`src/hdl/kmsd_pkg.sv`:
```
// ----------------------------------------------------------------------------
// kmsd_pkg
// Shared constants, key tables and lane result type for the key matrix
// scan decoder.
// ----------------------------------------------------------------------------
package kmsd_pkg;

    // default matrix size
    localparam int ROWS_DEF = 7;
    localparam int COLS_DEF = 5;

    // key bits at or above this index never count as pressed
    localparam int KEY_LIMIT = 64;

    // row/col index width (up to 16 rows or columns)
    localparam int IDX_W = 4;

    localparam int CODE_W = 7;

    // modifier key positions
    localparam int ALT_ROW    = 4;
    localparam int ALT_COL    = 0;
    localparam int RSHIFT_ROW = 3;
    localparam int RSHIFT_COL = 2;
    localparam int LSHIFT_ROW = 6;
    localparam int LSHIFT_COL = 1;

    localparam int TBL_ROWS = 7;
    localparam int TBL_COLS = 5;

    localparam logic [CODE_W-1:0] CASE_OFFSET = 7'd32;
    localparam logic [CODE_W-1:0] UPPER_A     = 7'h41;
    localparam logic [CODE_W-1:0] UPPER_Z     = 7'h5A;

    // primary characters, [row][col]
    localparam logic [CODE_W-1:0] PRIM_TBL [TBL_ROWS][TBL_COLS] = '{
        '{7'h51, 7'h45, 7'h52, 7'h55, 7'h4F},  // Q E R U O
        '{7'h57, 7'h53, 7'h47, 7'h48, 7'h4C},  // W S G H L
        '{7'h00, 7'h44, 7'h54, 7'h59, 7'h49},  // - D T Y I
        '{7'h41, 7'h50, 7'h00, 7'h0A, 7'h0D},  // A P - LF CR
        '{7'h00, 7'h58, 7'h56, 7'h42, 7'h24},  // - X V B $
        '{7'h20, 7'h5A, 7'h43, 7'h4E, 7'h4D},  // sp Z C N M
        '{7'h00, 7'h00, 7'h46, 7'h4A, 7'h4B}   // - - F J K
    };

    // alternate characters, [row][col]; zero means none
    localparam logic [CODE_W-1:0] ALT_TBL [TBL_ROWS][TBL_COLS] = '{
        '{7'h23, 7'h32, 7'h33, 7'h5F, 7'h2B},  // # 2 3 _ +
        '{7'h31, 7'h34, 7'h2F, 7'h3A, 7'h22},  // 1 4 / : "
        '{7'h00, 7'h35, 7'h28, 7'h29, 7'h2D},  // - 5 ( ) -
        '{7'h2A, 7'h40, 7'h00, 7'h00, 7'h00},  // * @
        '{7'h00, 7'h38, 7'h3F, 7'h21, 7'h00},  // - 8 ? !
        '{7'h00, 7'h37, 7'h39, 7'h2C, 7'h2E},  // - 7 9 , .
        '{7'h30, 7'h00, 7'h36, 7'h3B, 7'h27}   // 0 - 6 ; '
    };

    // what one column lane found: last pressed key and its characters
    typedef struct packed {
        logic              hit;
        logic              multi;
        logic [CODE_W-1:0] prim;
        logic [CODE_W-1:0] alt;
    } lane_hit_t;

    function automatic logic [CODE_W-1:0] prim_at(input logic [IDX_W-1:0] r,
                                                  input logic [IDX_W-1:0] c);
        logic [CODE_W-1:0] ch;
        ch = '0;
        if ((int'(r) < TBL_ROWS) && (int'(c) < TBL_COLS))
        begin
            ch = PRIM_TBL[r[2:0]][c[2:0]];
        end
        return ch;
    endfunction

    function automatic logic [CODE_W-1:0] alt_at(input logic [IDX_W-1:0] r,
                                                 input logic [IDX_W-1:0] c);
        logic [CODE_W-1:0] ch;
        ch = '0;
        if ((int'(r) < TBL_ROWS) && (int'(c) < TBL_COLS))
        begin
            ch = ALT_TBL[r[2:0]][c[2:0]];
        end
        return ch;
    endfunction

endpackage

```
`src/hdl/kmsd_lane.sv`:
```
// ----------------------------------------------------------------------------
// kmsd_lane
// One column of the matrix: finds the last pressed row, flags more than one
// pressed key and looks up that key's characters.
// ----------------------------------------------------------------------------
module kmsd_lane
    import kmsd_pkg::*;
#(
    parameter int ROWS = ROWS_DEF,
    parameter int COL  = 0
)
(
    input  logic [ROWS-1:0] col_keys,
    output lane_hit_t       found
);

    always_comb
    begin
        found = '0;
        for (int r = 0; r < ROWS; r++)
        begin
            if (col_keys[r])
            begin
                found.multi = found.multi | found.hit;
                found.hit   = 1'b1;
                found.prim  = prim_at(IDX_W'(r), IDX_W'(COL));
                found.alt   = alt_at(IDX_W'(r), IDX_W'(COL));
            end
        end
    end

endmodule

```
`src/hdl/kmsd_merge.sv`:
```
// ----------------------------------------------------------------------------
// kmsd_merge
// Combines the column lanes: picks the last pressed key in column-major
// order; applies the pending modifier to a lone key, else lowercases letters.
// ----------------------------------------------------------------------------
module kmsd_merge
    import kmsd_pkg::*;
#(
    parameter int COLS = COLS_DEF
)
(
    input  lane_hit_t         lanes [COLS],
    input  logic              alt_flag,
    input  logic              shift_flag,
    output logic [CODE_W-1:0] key_code
);

    lane_hit_t sel;
    logic      any_hit;
    logic      many;

    always_comb
    begin
        sel     = '0;
        any_hit = 1'b0;
        many    = 1'b0;
        for (int c = 0; c < COLS; c++)
        begin
            if (lanes[c].hit)
            begin
                many    = many | any_hit | lanes[c].multi;
                any_hit = 1'b1;
                sel     = lanes[c];
            end
        end
    end

    // modifier only reaches the last key when it is also the first
    always_comb
    begin
        if (!many && alt_flag)
        begin
            key_code = (sel.alt != '0) ? sel.alt : sel.prim;
        end
        else if (!many && shift_flag)
        begin
            key_code = sel.prim;
        end
        else if ((sel.prim >= UPPER_A) && (sel.prim <= UPPER_Z))
        begin
            key_code = sel.prim + CASE_OFFSET;
        end
        else
        begin
            key_code = sel.prim;
        end
    end

endmodule

```
`src/hdl/key_matrix_scan_decoder.sv`:
```
// ----------------------------------------------------------------------------
// key_matrix_scan_decoder
// Keyboard matrix scanner: compares snapshots, tracks sticky modifiers and
// decodes the pressed key to ASCII.
// ----------------------------------------------------------------------------
// Takes one full matrix snapshot per beat on the scan channel and returns
// one registered result beat per snapshot on the code channel. A new
// snapshot is taken every clock cycle as long as the code channel drains;
// the only storage in the data path is the output register, so the block
// stalls only when a result is held and code_stall is high. Snapshot bit
// row*COLS+col is one key; bits at index 64 and above never count. Alt
// (row 4 col 0) and either shift key (row 3 col 2, row 6 col 1) do not
// report a change; they set a sticky flag that the next reported key uses
// when it is pressed alone. With several keys down the code comes from the
// last key in column-major order, with letters lowercased.
// ----------------------------------------------------------------------------
module key_matrix_scan_decoder
    import kmsd_pkg::*;
#(
    parameter int ROWS = ROWS_DEF,
    parameter int COLS = COLS_DEF
)
(
    input  logic                 clk,
    input  logic                 rst_n,

    // snapshot channel
    input  logic                 scan_valid,
    output logic                 scan_stall,
    input  logic [ROWS*COLS-1:0] pressed_matrix,

    // result channel
    output logic                 code_valid,
    input  logic                 code_stall,
    output logic                 changed,
    output logic [CODE_W-1:0]    key_code,
    output logic                 alt_pending,
    output logic                 shift_pending
);

    localparam int NKEYS = ROWS * COLS;

    logic [NKEYS-1:0]  keys;
    logic [ROWS-1:0]   col_keys [COLS];
    lane_hit_t         lanes [COLS];
    logic [CODE_W-1:0] dec_code;

    logic alt_key;
    logic rshift_key;
    logic lshift_key;
    logic change_now;
    logic take;

    logic [NKEYS-1:0]  matrix_prev_reg;
    logic              alt_flag_reg;
    logic              alt_flag_next;
    logic              shift_flag_reg;
    logic              shift_flag_next;
    logic              out_valid_reg;
    logic              changed_reg;
    logic [CODE_W-1:0] key_code_reg;
    logic              alt_out_reg;
    logic              shift_out_reg;

    // ---- key bits, dropping positions the scanner never sees ----
    for (genvar i = 0; i < NKEYS; i++)
    begin : g_key
        if (i < KEY_LIMIT)
        begin : g_live
            assign keys[i] = pressed_matrix[i];
        end
        else
        begin : g_dead
            assign keys[i] = 1'b0;
        end
    end

    // ---- modifier taps; a position outside the matrix never acts ----
    if ((ALT_ROW < ROWS) && (ALT_COL < COLS))
    begin : g_alt
        assign alt_key = keys[ALT_ROW*COLS + ALT_COL];
    end
    else
    begin : g_no_alt
        assign alt_key = 1'b0;
    end

    if ((RSHIFT_ROW < ROWS) && (RSHIFT_COL < COLS))
    begin : g_rshift
        assign rshift_key = keys[RSHIFT_ROW*COLS + RSHIFT_COL];
    end
    else
    begin : g_no_rshift
        assign rshift_key = 1'b0;
    end

    if ((LSHIFT_ROW < ROWS) && (LSHIFT_COL < COLS))
    begin : g_lshift
        assign lshift_key = keys[LSHIFT_ROW*COLS + LSHIFT_COL];
    end
    else
    begin : g_no_lshift
        assign lshift_key = 1'b0;
    end

    // ---- one lane per column, all working on the same snapshot ----
    for (genvar c = 0; c < COLS; c++)
    begin : g_col
        for (genvar r = 0; r < ROWS; r++)
        begin : g_row
            assign col_keys[c][r] = keys[r*COLS + c];
        end

        kmsd_lane #(
            .ROWS (ROWS),
            .COL  (c)
        ) u_lane (
            .col_keys (col_keys[c]),
            .found    (lanes[c])
        );
    end

    kmsd_merge #(
        .COLS (COLS)
    ) u_merge (
        .lanes      (lanes),
        .alt_flag   (alt_flag_reg),
        .shift_flag (shift_flag_reg),
        .key_code   (dec_code)
    );

    // ---- change detect and sticky flags ----
    assign change_now = (keys != matrix_prev_reg) && (|keys)
                        && !alt_key && !rshift_key && !lshift_key;

    always_comb
    begin
        alt_flag_next   = alt_flag_reg;
        shift_flag_next = shift_flag_reg;
        if (alt_key)
        begin
            alt_flag_next = 1'b1;
        end
        else if (rshift_key || lshift_key)
        begin
            shift_flag_next = 1'b1;
        end
        else if (change_now)
        begin
            // the first decoded key consumes both flags
            alt_flag_next   = 1'b0;
            shift_flag_next = 1'b0;
        end
    end

    // ---- handshake: the output register frees itself when taken ----
    assign scan_stall = out_valid_reg && code_stall;
    assign take       = scan_valid && !scan_stall;

    always_ff @(posedge clk or negedge rst_n)
    begin
        if (!rst_n)
        begin
            matrix_prev_reg <= '0;
            alt_flag_reg    <= 1'b0;
            shift_flag_reg  <= 1'b0;
            out_valid_reg   <= 1'b0;
        end
        else
        begin
            if (take)
            begin
                matrix_prev_reg <= keys;
                alt_flag_reg    <= alt_flag_next;
                shift_flag_reg  <= shift_flag_next;
                out_valid_reg   <= 1'b1;
            end
            else if (!code_stall)
            begin
                out_valid_reg <= 1'b0;
            end
        end
    end

    always_ff @(posedge clk)
    begin
        if (take)
        begin
            changed_reg   <= change_now;
            key_code_reg  <= change_now ? dec_code : '0;
            alt_out_reg   <= alt_flag_next;
            shift_out_reg <= shift_flag_next;
        end
    end

    assign code_valid    = out_valid_reg;
    assign changed       = changed_reg;
    assign key_code      = key_code_reg;
    assign alt_pending   = alt_out_reg;
    assign shift_pending = shift_out_reg;

endmodule

```
`config.mk`:
```
export PLATFORM = sky130hd
export DESIGN_NAME = key_matrix_scan_decoder
export DESIGN_NICKNAME = d
export VERILOG_FILES = /design/src/hdl/kmsd_pkg.sv /design/src/hdl/kmsd_lane.sv /design/src/hdl/kmsd_merge.sv /design/src/hdl/key_matrix_scan_decoder.sv
export SDC_FILE = /design/constraint.sdc
export NUM_CORES = 1
export LEC_CHECK = 0
export ABC_AREA = 1
export BUFFER_PORTS_ARGS = -buffer_cell sky130_fd_sc_hd__buf_2
export CORE_UTILIZATION = 55
export DETAILED_ROUTE_END_ITERATION = 10
export GPL_TIMING_DRIVEN = 0
export MAX_ROUTING_LAYER = met4
export PLACE_DENSITY = 0.86
export SETUP_SLACK_MARGIN = 0.05
export SYNTH_ARGS = -nofsm -noshare
export SYNTH_HDL_FRONTEND = slang
export SYNTH_SLANG_ARGS = --single-unit
```
`constraint.sdc`:
```
create_clock -name clk -period 3.85 [get_ports clk]
set_clock_uncertainty 0.2 [all_clocks]
set_input_delay 0.385 -clock clk [delete_from_list [all_inputs] [get_ports clk]]
set_output_delay 0.385 -clock clk [all_outputs]
set_load 0.1 [all_outputs]
```
==> Yosys cells after proc, flatten, opt, wreduce, memory -nomap -nowiden <==
Cells that the tools add are included.
{ "word_totals": {"word_cells": 129, "register_bits": 48, "in_bits": 39} }
{ "classes": {"n_eq_ne": 2, "bitwise_logic": 38, "reduce_logical": 17, "mux": 61, "addsub": 1, "order_cmp": 2} }
{ "ops": {"columns": ["cell", "n"], "rows": [
  ["$mux W16", 35],
  ["$mux W14", 5],
  ["$or A1 B1 Y1", 38],
  ["$ne A35 B35 Y1", 1],
  ["$reduce_or A35 Y1", 1],
  ["$mux W7", 4],
  ["$mux W1", 17],
  ["$logic_and A1 B1 Y1", 9],
  ["$add A7 B6 Y7 const B", 1],
  ["$ge A7 B7 Y1 const B", 1],
  ["$le A7 B7 Y1 const B", 1],
  ["$reduce_bool A7 Y1", 1],
  ["$logic_not A1 Y1", 5],
  ["$ne A2 B1 Y1 const B", 1],
  ["$logic_or A1 B1 Y1", 1]
]} }

==> Logic depth before layout (Yosys ltp) <==
{ "depth": {"ltp_word": 30, "ltp_mapped": 20} }

==> Cells and area by module <==
From an unflattened synthesis, not the netlist that was laid out.
{ "hier_totals": {"cells_unflattened": 777, "area_unflattened_um2": 4809.6} }
{ "by_module_without_submodules": {"columns": ["module", "cells_each", "seq_area_each_um2", "instances", "area_per_inst_um2"], "rows": [
  ["key_matrix_scan_decoder", 301, 1251.2, 1, 2442.3],
  ["kmsd_merge", 212, 0.0, 1, 1072.3],
  ["kmsd_lane (g_col[2].u_lane)", 60, 0.0, 1, 271.5],
  ["kmsd_lane (g_col[0].u_lane)", 48, 0.0, 1, 262.8],
  ["kmsd_lane (g_col[1].u_lane)", 54, 0.0, 1, 257.7],
  ["kmsd_lane (g_col[3].u_lane)", 52, 0.0, 1, 252.7],
  ["kmsd_lane (g_col[4].u_lane)", 50, 0.0, 1, 250.2]
]} }

==> Worst setup path before layout <==
OpenSTA, ideal clock, no wires.
{ "synth_timing": {"path_kind": "reg-to-reg", "startpoint": "register out_valid_reg, in the netlist code_valid", "endpoint": "register matrix_prev_reg[26]", "stages_incl_launch_ff": 9, "synth_period_minus_slack_ns": 3.252, "setup_time_ns": 0.083, "arrival_ns": 2.969, "slack_ns": 0.598, "path_cell_list": "dfrtp_1 nand2_1 inv_1 nor2_1 inv_1 clkbuf_1 clkbuf_1 nand2_1 o21ai_0"} }
{ "synth_via": {"elab_chain_cells": 3} }
{ "synth_rtl": {"columns": ["element", "line_no", "text"], "rows": [
  ["start: declaration", "key_matrix_scan_decoder.sv:59", "logic out_valid_reg;"],
  ["start signal: assignment", "key_matrix_scan_decoder.sv:167", "out_valid_reg <= 1'b0;"],
  ["start signal: assignment", "key_matrix_scan_decoder.sv:176", "out_valid_reg <= 1'b1;"],
  ["start signal: assignment", "key_matrix_scan_decoder.sv:180", "out_valid_reg <= 1'b0;"],
  ["$logic_and A1 B1 Y1", "key_matrix_scan_decoder.sv:157", "assign scan_stall = out_valid_reg && code_stall;"],
  ["net scan_stall", "key_matrix_scan_decoder.sv:29", "output logic scan_stall,"],
  ["$logic_not A1 Y1", "key_matrix_scan_decoder.sv:158", "assign take = scan_valid && !scan_stall;"],
  ["$logic_and A1 B1 Y1", "key_matrix_scan_decoder.sv:158", null],
  ["net take", "key_matrix_scan_decoder.sv:52", "logic take;"],
  ["end signal: assignment", "key_matrix_scan_decoder.sv:173", "matrix_prev_reg <= keys;"],
  ["end: declaration", "key_matrix_scan_decoder.sv:54", "logic [NKEYS-1:0] matrix_prev_reg;"]
]} }
The timed path passes the listed nets, and every way through them passes these cells.
A chain may end at the register's enable or synchronous reset.

==> Final worst setup path <==
{ "layout_timing": {"startpoint": "input port pressed_matrix[9]", "endpoint": "register key_code_reg[5], in the netlist key_code[5] (data pin)"} }
{ "layout_via": {"elab_chain_cells": 17, "word_cells_on_any_way": 32} }
{ "layout_rtl": {"columns": ["element", "line_no", "text"], "rows": [
  ["start: declaration", "key_matrix_scan_decoder.sv:30", "input logic [ROWS*COLS-1:0] pressed_matrix,"],
  ["$mux W16", "kmsd_lane.sv:22", "if (col_keys[r])"],
  ["$or A1 B1 Y1", "kmsd_lane.sv:24", "found.multi = found.multi | found.hit;"],
  ["$mux W16", "kmsd_lane.sv:22", null],
  ["$or A1 B1 Y1", "kmsd_lane.sv:24", null],
  ["$mux W16", "kmsd_lane.sv:22", null],
  ["$or A1 B1 Y1", "kmsd_lane.sv:24", null],
  ["$mux W16", "kmsd_lane.sv:22", null],
  ["$or A1 B1 Y1", "kmsd_lane.sv:24", null],
  ["$mux W16", "kmsd_lane.sv:22", null],
  ["$or A1 B1 Y1", "kmsd_lane.sv:24", null],
  ["$mux W16", "kmsd_lane.sv:22", null],
  ["$or A1 B1 Y1", "kmsd_merge.sv:31", "many = many | any_hit | lanes[c].multi;"],
  ["$mux W1", "kmsd_merge.sv:29", "if (lanes[c].hit)"],
  ["$logic_not A1 Y1", "kmsd_merge.sv:41, kmsd_merge.sv:45", null],
  ["$logic_and A1 B1 Y1", "kmsd_merge.sv:45", "else if (!many && shift_flag)"],
  ["$mux W7", "kmsd_merge.sv:45", null],
  ["$mux W7", "kmsd_merge.sv:41", "if (!many && alt_flag)"],
  ["end signal: assignment", "key_matrix_scan_decoder.sv:190", "key_code_reg <= change_now ? dec_code : '0;"],
  ["end: declaration", "key_matrix_scan_decoder.sv:61", "logic [CODE_W-1:0] key_code_reg;"]
]} }
Several ways; a longest one is shown, not always the timed one.

==> impl_metrics.env <==
export IMPL_synth_area_sq_um=3827
export IMPL_cts_tree="yes"
export IMPL_synth_flop_cell="dfrtp_1"
export IMPL_vdd_drop_max_mv=0.1909
export IMPL_maxCapViolations=0
export IMPL_first_pass_iters=6
export IMPL_grt_pass1_wl_mm=19.97
export IMPL_grt_use_total_pct=36.80
export IMPL_hold_viol_final=25
export IMPL_area_delta_synth_final_pct=11.21
export IMPL_ys_seq_elements=48
export IMPL_h_tree_depth=2
export IMPL_hold_class="input port to asynchronous set/reset pin"
export IMPL_violations="hold timing"
export IMPL_final_cell_area_sq_um=4257
export IMPL_r2r_slack_ns=1.06
export IMPL_io_pins=51
export IMPL_worstSetupPathType="input port to register"
export IMPL_antenna_found_initial=0
export IMPL_reg2reg_to="key_code[4]"
export IMPL_finalCritPeriodShare_pct=74.61
export IMPL_startpoint_type="input port"
export IMPL_finalSetupViolations=0
export IMPL_synthSimpleGateAreaFrac_pct=34.23
export IMPL_regToRegStartpoint="matrix_prev_reg[20]"
export IMPL_num_antenna_cells=0
export IMPL_overflow=0
export IMPL_largest_register_ffs=35
export IMPL_port_buffers=46
export IMPL_synthTopCellsByArea="dfrtp_1 (25%), nand2_1 (13%), edfxtp_1 (7.8%), o21ai_0 (7.3%), nor2_1 (4.6%)"
export IMPL_cts_buffer_depth=2
export IMPL_muxShareOfSynthArea_pct=0
export IMPL_fmax_ghz=0.3481
export IMPL_finalSetupTns_ns=0
export IMPL_finalWirelength_mm=12.34
export IMPL_cts_hold_buf=0
export IMPL_finalNetCount=637
export IMPL_placed_area_sq_um=4160
export IMPL_postCtsSetupBuffers=0
export IMPL_synth_top_family_by_area="simple AND/OR/NAND/NOR gates"
export IMPL_outcome="complete, but fails checks"
export IMPL_dpl_hpwl_mm=9.768
export IMPL_avgSynthCellArea_sq_um=7.049
export IMPL_grt_max_degree=39
export IMPL_postRouteAntennaNets=0
export IMPL_worstPathArrival_ns=2.73
export IMPL_final_core_util_pct=63.00
export IMPL_synth_top_cell_by_area="dfrtp_1"
export IMPL_synth_edf_count=10
export IMPL_clkTransAtPathRegs_ns=0.10
export IMPL_critPathCaptureType="register"
export IMPL_initial_core_util_pct=56.65
export IMPL_rows=30
export IMPL_synth_compound_area_share_pct=16.90
export IMPL_dp_cells=669
export IMPL_synth_fa_ha_area_share_pct=0.6538
export IMPL_tightest_slew_ns=1.018
export IMPL_drt_wirelength_per_cell_um=18.23
export IMPL_postCtsResizedCells=0
export IMPL_cts_buffers=5
export IMPL_period_minus_slack_ns=2.873
export IMPL_die_area_sq_um=7297
export IMPL_power_mw=1.328
export IMPL_clock_latency_ns=0.30
export IMPL_die_w_um=85.42
export IMPL_numClockSinks=48
export IMPL_vias=4074
export IMPL_yosysSeqAreaShare_pct=32.69
export IMPL_slew_headroom_pct=32.03
export IMPL_synth_warnings=0
export IMPL_synth_top_area_share_pct=24.84
export IMPL_syn_inst=543
export IMPL_core_area_sq_um=6756
export IMPL_synth_xor_area_share_pct=7.780
export IMPL_whs_ns=-0.01357
export IMPL_synthArstFlopShare_pct=79.17
export IMPL_first_global_vias=3857
export IMPL_cp_required_ns=3.71
export IMPL_finalNonFillerCells=677
export IMPL_worstRegToRegCells=9
export IMPL_gp_congestion=1.004
export IMPL_drive_above_1_share_pct=18.09
export IMPL_p_per_area_nw_per_um2=311.9
export IMPL_via_per_inst=6.018
export IMPL_drcViolationCount=0
export IMPL_path_max_fanout=8
export IMPL_synth_fp_nets=584
export IMPL_rsz0062_at_grt="no"
export IMPL_drt_iter0_markers=437
export IMPL_fp_dieH_um=85.42
export IMPL_drv_slew=0
export IMPL_p_leak_nw=1.965
export IMPL_synth_cell_types=44
export IMPL_clockRootBuffer="clkbuf_8"
worst max-delay path by stage:
stage	start	end	slack (ns)	cells after the start
floorplan	code_valid	matrix_prev_reg[26]	0.60	8
global placement	pressed_matrix[9]	key_code[5]	0.80	17
detailed placement	pressed_matrix[9]	key_code[5]	0.74	17
CTS	pressed_matrix[9]	key_code[5]	1.02	17
global route	pressed_matrix[9]	key_code[5]	0.81	17
finish	pressed_matrix[9]	key_code[5]	0.98	17
per-stage QoR:
step / setup slack (ns) / hold slack (ns)
final: 0.9774 / -0.01357
after global routing: 0.8087 / 0.06040
after CTS: 1.021 / 0.01502
after detailed placement: 0.7403 / 0.2737
after global placement: 0.8024 / 0.2675
after floorplan: 0.5982 / -0.1106
synthesized netlist by cell type (2+ instances only):
library cell  instances
clkbuf_1              8
edfxtp_1             10
o21ai_1               3
o31ai_1               2
xor2_1               17
xnor2_1              17
o2111ai_1             3
buf_2                 3
nor4_1                6
a21oi_2               4
o221ai_1              4
nor2_4                7
dfrtp_1              38
nand3_1              32
inv_1                46
nand2_2               7
ha_1                  2
inv_4                 3
a21oi_1              29
o21ai_0              56
nor2_8                3
inv_2                 9
buf_6                 2
a21boi_0              2
nand4_1              12
a31oi_1               2
nor3_1                9
nand2_1             136
nor2_1               47
nor2_2                8
nand3_2               3
cell families after synthesis:
kind of cell,after synthesis
fa+ha+maj,2
compound gates,113
xor+xnor,34
flops,48
buf+inv,72
simple gates,274
power by group:
group,switching [mW],leakage [nW],internal [mW]
clock,0.181,0.0516,0.147
combinational,0.270,1.35,0.114
sequential,0.0373,0.559,0.577
cells in the final DEF (no fill, tap or decap), types with 9 or more instances in the layout:
| master | n |
|---|---|
| a21oi_1 | 29 |
| buf_2 | 49 |
| dfrtp_1 | 38 |
| edfxtp_1 | 10 |
| inv_1 | 46 |
| inv_2 | 9 |
| nand2_1 | 136 |
| nand3_1 | 32 |
| nand4_1 | 12 |
| nor2_1 | 46 |
| nor2_2 | 9 |
| nor3_1 | 9 |
| o21ai_0 | 56 |
| xnor2_1 | 17 |
| xor2_1 | 17 |
critical path, cell delays in order:
cell and delay, ns:
buf_2 0.14, nor2_2 0.29, nand3_2 0.19, nor2_4 0.25, inv_2 0.09, nor3_1 0.18, nand3_1 0.11, o21a_1 0.21
ha_1 0.25, inv_1 0.06, nor2_1 0.04, nand2_1 0.05, nand2_1 0.06, a21oi_2 0.19, a21oi_1 0.09, nor2_1 0.11
nor2_1 0.05
layout make-up:
cell class,instances,area (sq um)
fill,672,2500
multi-input combinational,423,2282
sequential,48,1251
timing repair buffer,46,230.2
inverter,59,229.0
tap,80,100.1
clock buffer,6,82.58
buffer,13,67.56
clock inverter,2,13.76
layer usage:
metal  share of wire, %  track usage, %
met4                2.6           12.12
met3                 11           5.350
met2                 46           56.58
met1                 41           49.91
met5                  0               -
No activity file was read; power rests on OpenSTA's default activity.
